## config.mk

```make
export PLATFORM = sky130hd
export DESIGN_NAME = fdr_front
export DESIGN_NICKNAME = d
export VERILOG_FILES = /design/src/hw/rtl/assert_macros.svh /design/src/hw/rtl/fdr_pkg.sv /design/src/hw/rtl/fdr_front.sv
export SDC_FILE = /design/constraint.sdc
export NUM_CORES = 2
export LEC_CHECK = 0
export BUFFER_PORTS_ARGS = -buffer_cell sky130_fd_sc_hd__clkbuf_2
export CORE_ASPECT_RATIO = 1.75
export CORE_MARGIN = 2
export CORE_UTILIZATION = 50
export DETAILED_ROUTE_END_ITERATION = 16
export PLACE_DENSITY = 0.66
export REMOVE_ABC_BUFFERS = 1
export SETUP_SLACK_MARGIN = 0.05
export SYNTH_ARGS = -nofsm -noshare
export SYNTH_HDL_FRONTEND = slang
export SYNTH_SLANG_ARGS = --single-unit
```

## constraint.sdc

```tcl
create_clock -name clk -period 24.5 [get_ports clk]
set_input_delay 2.45 -clock clk [delete_from_list [all_inputs] [get_ports clk]]
set_output_delay 2.45 -clock clk [all_outputs]
set_load 0.03 [all_outputs]
```

## src/hw/rtl/assert_macros.svh

```systemverilog
// Assertion helpers shared by the RTL; they compile away for synthesis.
`ifndef ASSERT_MACROS_SVH
`define ASSERT_MACROS_SVH
`ifndef SYNTHESIS
// Check a condition at every clock edge outside reset.
`define ASSERT_ALWAYS(label, clk, rst_n, expr) \
	label: assert property (@(posedge clk) disable iff (!rst_n) (expr)) \
	else $error("assertion failed");
// Check that a condition implies another in the same cycle.
`define ASSERT_IMPLY(label, clk, rst_n, ante, cons) \
	label: assert property (@(posedge clk) disable iff (!rst_n) (ante) |-> (cons)) \
	else $error("assertion failed");
`else
`define ASSERT_ALWAYS(label, clk, rst_n, expr)
`define ASSERT_IMPLY(label, clk, rst_n, ante, cons)
`endif
`endif

```

## src/hw/rtl/fdr_pkg.sv

```systemverilog
`timescale 1ns / 1ps
package fdr_pkg;

	localparam int COS_W = 16;
	localparam int IDX_W = 16;
	localparam int A_W = 15;
	localparam int RAD_W = 60;
	localparam int ROOT_W = 30;
	localparam int NUM_W = 64;
	localparam int DEN_W = 48;
	localparam int Q_W = 16;
	localparam int SQRT_STAGES = 30;
	localparam int DIV_STAGES = 16;
	localparam int LANES = 2;

	localparam logic signed [COS_W-1:0] COS_MAX = 16'sd16384;
	localparam logic signed [COS_W-1:0] COS_MIN = -16'sd16384;
	localparam logic [Q_W-1:0] Q15_ONE = 16'd32768;
	localparam logic [28:0] Q28_ONE = 29'd268435456;
	localparam logic [IDX_W-1:0] INDEX_OUTSIDE_RST = 16'd4096;
	localparam logic [IDX_W-1:0] INDEX_INSIDE_RST = 16'd6144;

	// Lane numbers of the divider.
	localparam int LANE_PAR = 0;
	localparam int LANE_PERP = 1;

	typedef enum logic {
		REG_INDEX_OUTSIDE = 1'b0,
		REG_INDEX_INSIDE = 1'b1
	} reg_index_t;

	// Side data that rides along the square root pipe.
	typedef struct packed {
		logic tir;
		logic [A_W-1:0] a;
		logic [IDX_W-1:0] ei;
		logic [31:0] et2;
	} sq_side_t;

	// Side data that rides along the divider pipe.
	typedef struct packed {
		logic tir;
		logic [LANES-1:0] zero;
	} div_side_t;

endpackage

```

## src/hw/rtl/fdr_front.sv

```systemverilog
`timescale 1ns / 1ps
module fdr_front import fdr_pkg::*; (
	input logic clk,
	input logic arst_n,
	input logic en,
	input logic in_valid,
	input logic [COS_W-1:0] cos_incident,
	input logic [IDX_W-1:0] index_outside,
	input logic [IDX_W-1:0] index_inside,
	output logic out_valid,
	output sq_side_t out_side,
	output logic [RAD_W-1:0] out_rad
);

	logic signed [COS_W-1:0] cos_in, clamp, neg;
	logic [A_W-1:0] a;
	logic pos;

	// Clamp the cosine and take its magnitude.
	always_comb begin
		cos_in = $signed(cos_incident);
		if (cos_in > COS_MAX) begin
			clamp = COS_MAX;
		end else if (cos_in < COS_MIN) begin
			clamp = COS_MIN;
		end else begin
			clamp = cos_in;
		end
		neg = -clamp;
		a = clamp[COS_W-1] ? neg[A_W-1:0] : clamp[A_W-1:0];
		pos = !clamp[COS_W-1] && (clamp != '0);
	end

	logic v_s1, v_s2, v_s3, v_s4;
	logic [A_W-1:0] a_s1, a_s2, a_s3;
	logic [IDX_W-1:0] ei_s1, et_s1, ei_s2, ei_s3;
	logic [28:0] asq_s2;
	logic [31:0] ei2_s2, et2_s2, et2_s3;
	logic [RAD_W-1:0] lhs_s3, rhs_s3;
	logic [29:0] asq_full;
	logic [28:0] sin2;
	logic [60:0] lhs_full;

	always_comb begin
		asq_full = {15'b0, a_s1} * {15'b0, a_s1};
		sin2 = Q28_ONE - asq_s2;
		lhs_full = {29'b0, ei2_s2} * {32'b0, sin2};
	end

	// Advance valid bits.
	always_ff @(posedge clk or negedge arst_n) begin
		if (!arst_n) begin
			v_s1 <= 1'b0;
			v_s2 <= 1'b0;
			v_s3 <= 1'b0;
			v_s4 <= 1'b0;
		end else if (en) begin
			v_s1 <= in_valid;
			v_s2 <= v_s1;
			v_s3 <= v_s2;
			v_s4 <= v_s3;
		end
	end

	// Swap, square, form both sides of the Snell test, then compare.
	always_ff @(posedge clk) begin
		if (en) begin
			a_s1 <= a;
			ei_s1 <= pos ? index_inside : index_outside;
			et_s1 <= pos ? index_outside : index_inside;

			asq_s2 <= asq_full[28:0];
			ei2_s2 <= {16'b0, ei_s1} * {16'b0, ei_s1};
			et2_s2 <= {16'b0, et_s1} * {16'b0, et_s1};
			a_s2 <= a_s1;
			ei_s2 <= ei_s1;

			lhs_s3 <= lhs_full[RAD_W-1:0];
			rhs_s3 <= {et2_s2, 28'b0};
			a_s3 <= a_s2;
			ei_s3 <= ei_s2;
			et2_s3 <= et2_s2;

			out_side.tir <= (lhs_s3 >= rhs_s3);
			out_side.a <= a_s3;
			out_side.ei <= ei_s3;
			out_side.et2 <= et2_s3;
			out_rad <= (lhs_s3 >= rhs_s3) ? '0 : (rhs_s3 - lhs_s3);
		end
	end

	assign out_valid = v_s4;

endmodule

```

==> impl_metrics.tcl <==
set metrics [dict create \
    grt_pass1_vias 50330 \
    drt_iter0_markers 2360 \
    route.vias.total 45440 \
    finalClockSkew_ns 0.04245 \
    wirelength_mm 169.1 \
    cts_buffer_depth 3 \
    cts_buffers 42 \
    wl_per_cell_um 20.10 \
    die-area_mm2 0.1350 \
    synth_ff_type "edfxtp_1" \
    crit_type "register to register" \
    clock-sinks 415 \
    ant_nets 0 \
    area_delta_synth_final_pct 6.414 \
    crit_fanout 31 \
    setup.worst_path.end_class "register" \
    rsz0062_at_grt "no" \
    synth_cells 6643 \
    cts_setup_buffers 0 \
    clk_pin_slew_ns 0.06 \
    initial_core_util 0.5029 \
    nets 8566 \
    grt_pass1_wl_mm 268.5 \
    synthDistinctLibCells 76 \
    cts_hold_buf 0 \
    cts_tree "built" \
    setup_violations 0 \
    rows 176 \
    cts_resized 0 \
    seqCellArea_mm2 0.01244 \
    synth_seq_area_share 0.1885 \
    top_layer_used "met4" \
    hold_path_class "register to register" \
    relSlewSlack 0.3379 \
    worstPathArrival_ns 10.67 \
    io-pin-count 177 \
    post-route-min-period_ns 10.31 \
    synth_top_area_frac 0.3825 \
    period_share 0.4207 \
    die_h_um 484.6 \
    yosys_warnings 0 \
    die_x_um 278.6 \
    port_buffers 175 \
    max_freq_ghz 0.09702 \
    grt.total_usage 0.2590 \
    dp_hpwl_mm 134.0 \
    gr-total-overflow 0 \
    synth.avg_cell_area_um2 9.935 \
    wl_met3_mm 8.239 \
    drv_slew 0 \
    cts-htree-levels 2 \
    grt_antenna_before_repair 8 \
    hold_violations 0 \
    drive_above_1_share 0.06071 \
    cpPeakStageDelay_ns 0.61 \
    worst_ep_required_time_ns 24.86 \
    cap_viol_max_count 0 \
    crit_top_cell "fa_1" \
    cp_slowest_cell "or4_4" \
    viasPerCell 5.399 \
    status "completed" \
    route.detailed.drc 0 \
    finalSetupTns_ns 0 \
    wl_met1_mm 58.14 \
    start_kind "register" \
    grt_start_max_net_pins 98 \
    fill_cells 11770 \
    async_reset_ff_frac 0.009639 \
    worst-slew-pin-transition_ns 0.9931 \
    cts-root-buf "clkbuf_16" \
    synth_edf_count 411 \
    yosysTopAreaCell "fa_1" \
    dr_wl_met2_mm 91.07 \
    gp_congestion 0.9512 \
    multi_input_area_mm2 0.04689 \
    dr.pass1.iters 8 \
    syn_area_mm2 0.06600 \
    synthTopCellsByArea "fa_1 38%, edfxtp_1 19%, ha_1 11%, inv_1 9.0%, and2_1 5.0%" \
    core-area_mm2 0.1312 \
    insertion_delay_ns 0.66 \
    ys_seq_elements 415 \
]
metal layers:
metal	global-route usage	up-vias
li1	-	20170
met1	0.2747	23420
met2	0.4862	1359
met3	0.03192	498
met4	0.1539	0
met5	0	-
through the flow:
| step | cell area (µm²) | setup slack [ns] | utilization | cells | hold WS, ns |
|---|---|---|---|---|---|
| 6_report | 70230 | 14.19 | 0.5351 | 8416 | 0.4056 |
| 5_1_grt | 70220 | 13.74 | 0.5351 | 8413 | 0.4232 |
| 4_1_cts | 70220 | 14.16 | 0.5350 | 8412 | 0.4054 |
| 3_3_place_gp | 68830 | 14.35 | 0.5244 | 8336 | 0.4004 |
| 2_1_floorplan | 65060 | 14.55 | - | 6400 | 0.4003 |
| 3_5_place_dp | 68830 | 14.21 | 0.5244 | 8336 | 0.4045 |
final timing paths:
path | cells past startpoint | slack (ns) | from | end
hold reg to reg | 0 | 0.41 | a_s2[12]$_DFFE_PP_ | a_s3[12]$_DFFE_PP_
setup reg to reg | 30 | 14.19 | asq_s2[3]$_DFFE_PP_ | lhs_s3[57]$_DFFE_PP_
max in group asynchronous | 1 | 22.78 | arst_n | out_valid$_DFFE_PN0P_
hold / removal | 0 | 0.41 | a_s2[12]$_DFFE_PP_ | a_s3[12]$_DFFE_PP_
min in group asynchronous | 1 | 1.60 | arst_n | v_s2$_DFFE_PN0P_
setup / recovery | 30 | 14.19 | asq_s2[3]$_DFFE_PP_ | lhs_s3[57]$_DFFE_PP_
kinds of logic (layout without fill, tap and decap cells):
kind of cell | after synthesis | in the layout | share of synthesized area
flip-flops | 415 | 415 | 0.1885
other | 2 | 26 | 0.0001138
buffers and inverters | 1854 | 1912 | 0.1058
AO/OA/AOI/OAI | 472 | 472 | 0.04603
XOR/XNOR | 232 | 232 | 0.03102
multiplexers | 41 | 41 | 0.006977
AND/OR/NAND/NOR | 1802 | 1802 | 0.1321
adder cells (fa/ha/maj) | 1825 | 1825 | 0.4894
sequential cells by signal, indices dropped and copies added (netlist names), 27 cells and up:
| name | count |
|---|---|
| asq_s2 | 27 |
| et2_s2 | 31 |
| out_side | 63 |
| et2_s3 | 31 |
| ei2_s2 | 30 |
| out_rad | 60 |
| lhs_s3 | 60 |
Yosys cell counts, types with 30 or more instances:
cell	n
fa_1	1261
nor3_1	36
nor2b_1	30
mux2_2	40
ha_1	564
edfxtp_1	411
inv_1	1591
o21ai_0	80
xnor2_1	142
a21o_1	74
and2_1	524
clkbuf_1	252
a21oi_1	145
xor2_1	88
nand3_1	39
nand2b_1	30
nor2_1	232
nand2_1	786
layout make-up:
cell class | count | share of cell area
multi-input combinational | 4394 | 0.6676
sequential | 415 | 0.1772
inverter | 1591 | 0.08503
tap | 1691 | 0.03013
timing repair buffer | 245 | 0.02010
clock buffer | 45 | 0.01513
clock inverter | 31 | 0.004703
antenna | 4 | 0.0001425
worst max-delay path, delay by kind of cell, from the launching register on:
family | cells | cell delay (ns)
DFF | 1 | 0.46
AOI/OAI and AO/OA | 6 | 1.54
adders and majority gates | 9 | 4.30
and+or+nand+nor | 10 | 3.09
xor gates and xnor gates | 1 | 0.16
buffers and inverters | 4 | 0.48
layout by cell type (no fill, tap or decap), drive strengths merged, types with 15 or more instances in the layout:
master	count
buf	71
nand2b	30
a31oi	25
and2	524
o21ai	83
nor2b	30
and3	23
xor2	89
nand2	786
nor3	39
edfxtp	411
clkinv	20
or3	16
o21bai	27
fa	1261
nand3	40
or2	15
conb	22
ha	564
nor4	21
clkbuf	219
a21o	74
inv	1596
nor2	232
xnor2	143
a211oi	19
mux2	40
o21a	19
nand4	19
a21oi	146
Power is left out: the tool's default activity adds up to more than one toggle a clock period on the data nets, which glitch-free logic cannot reach.
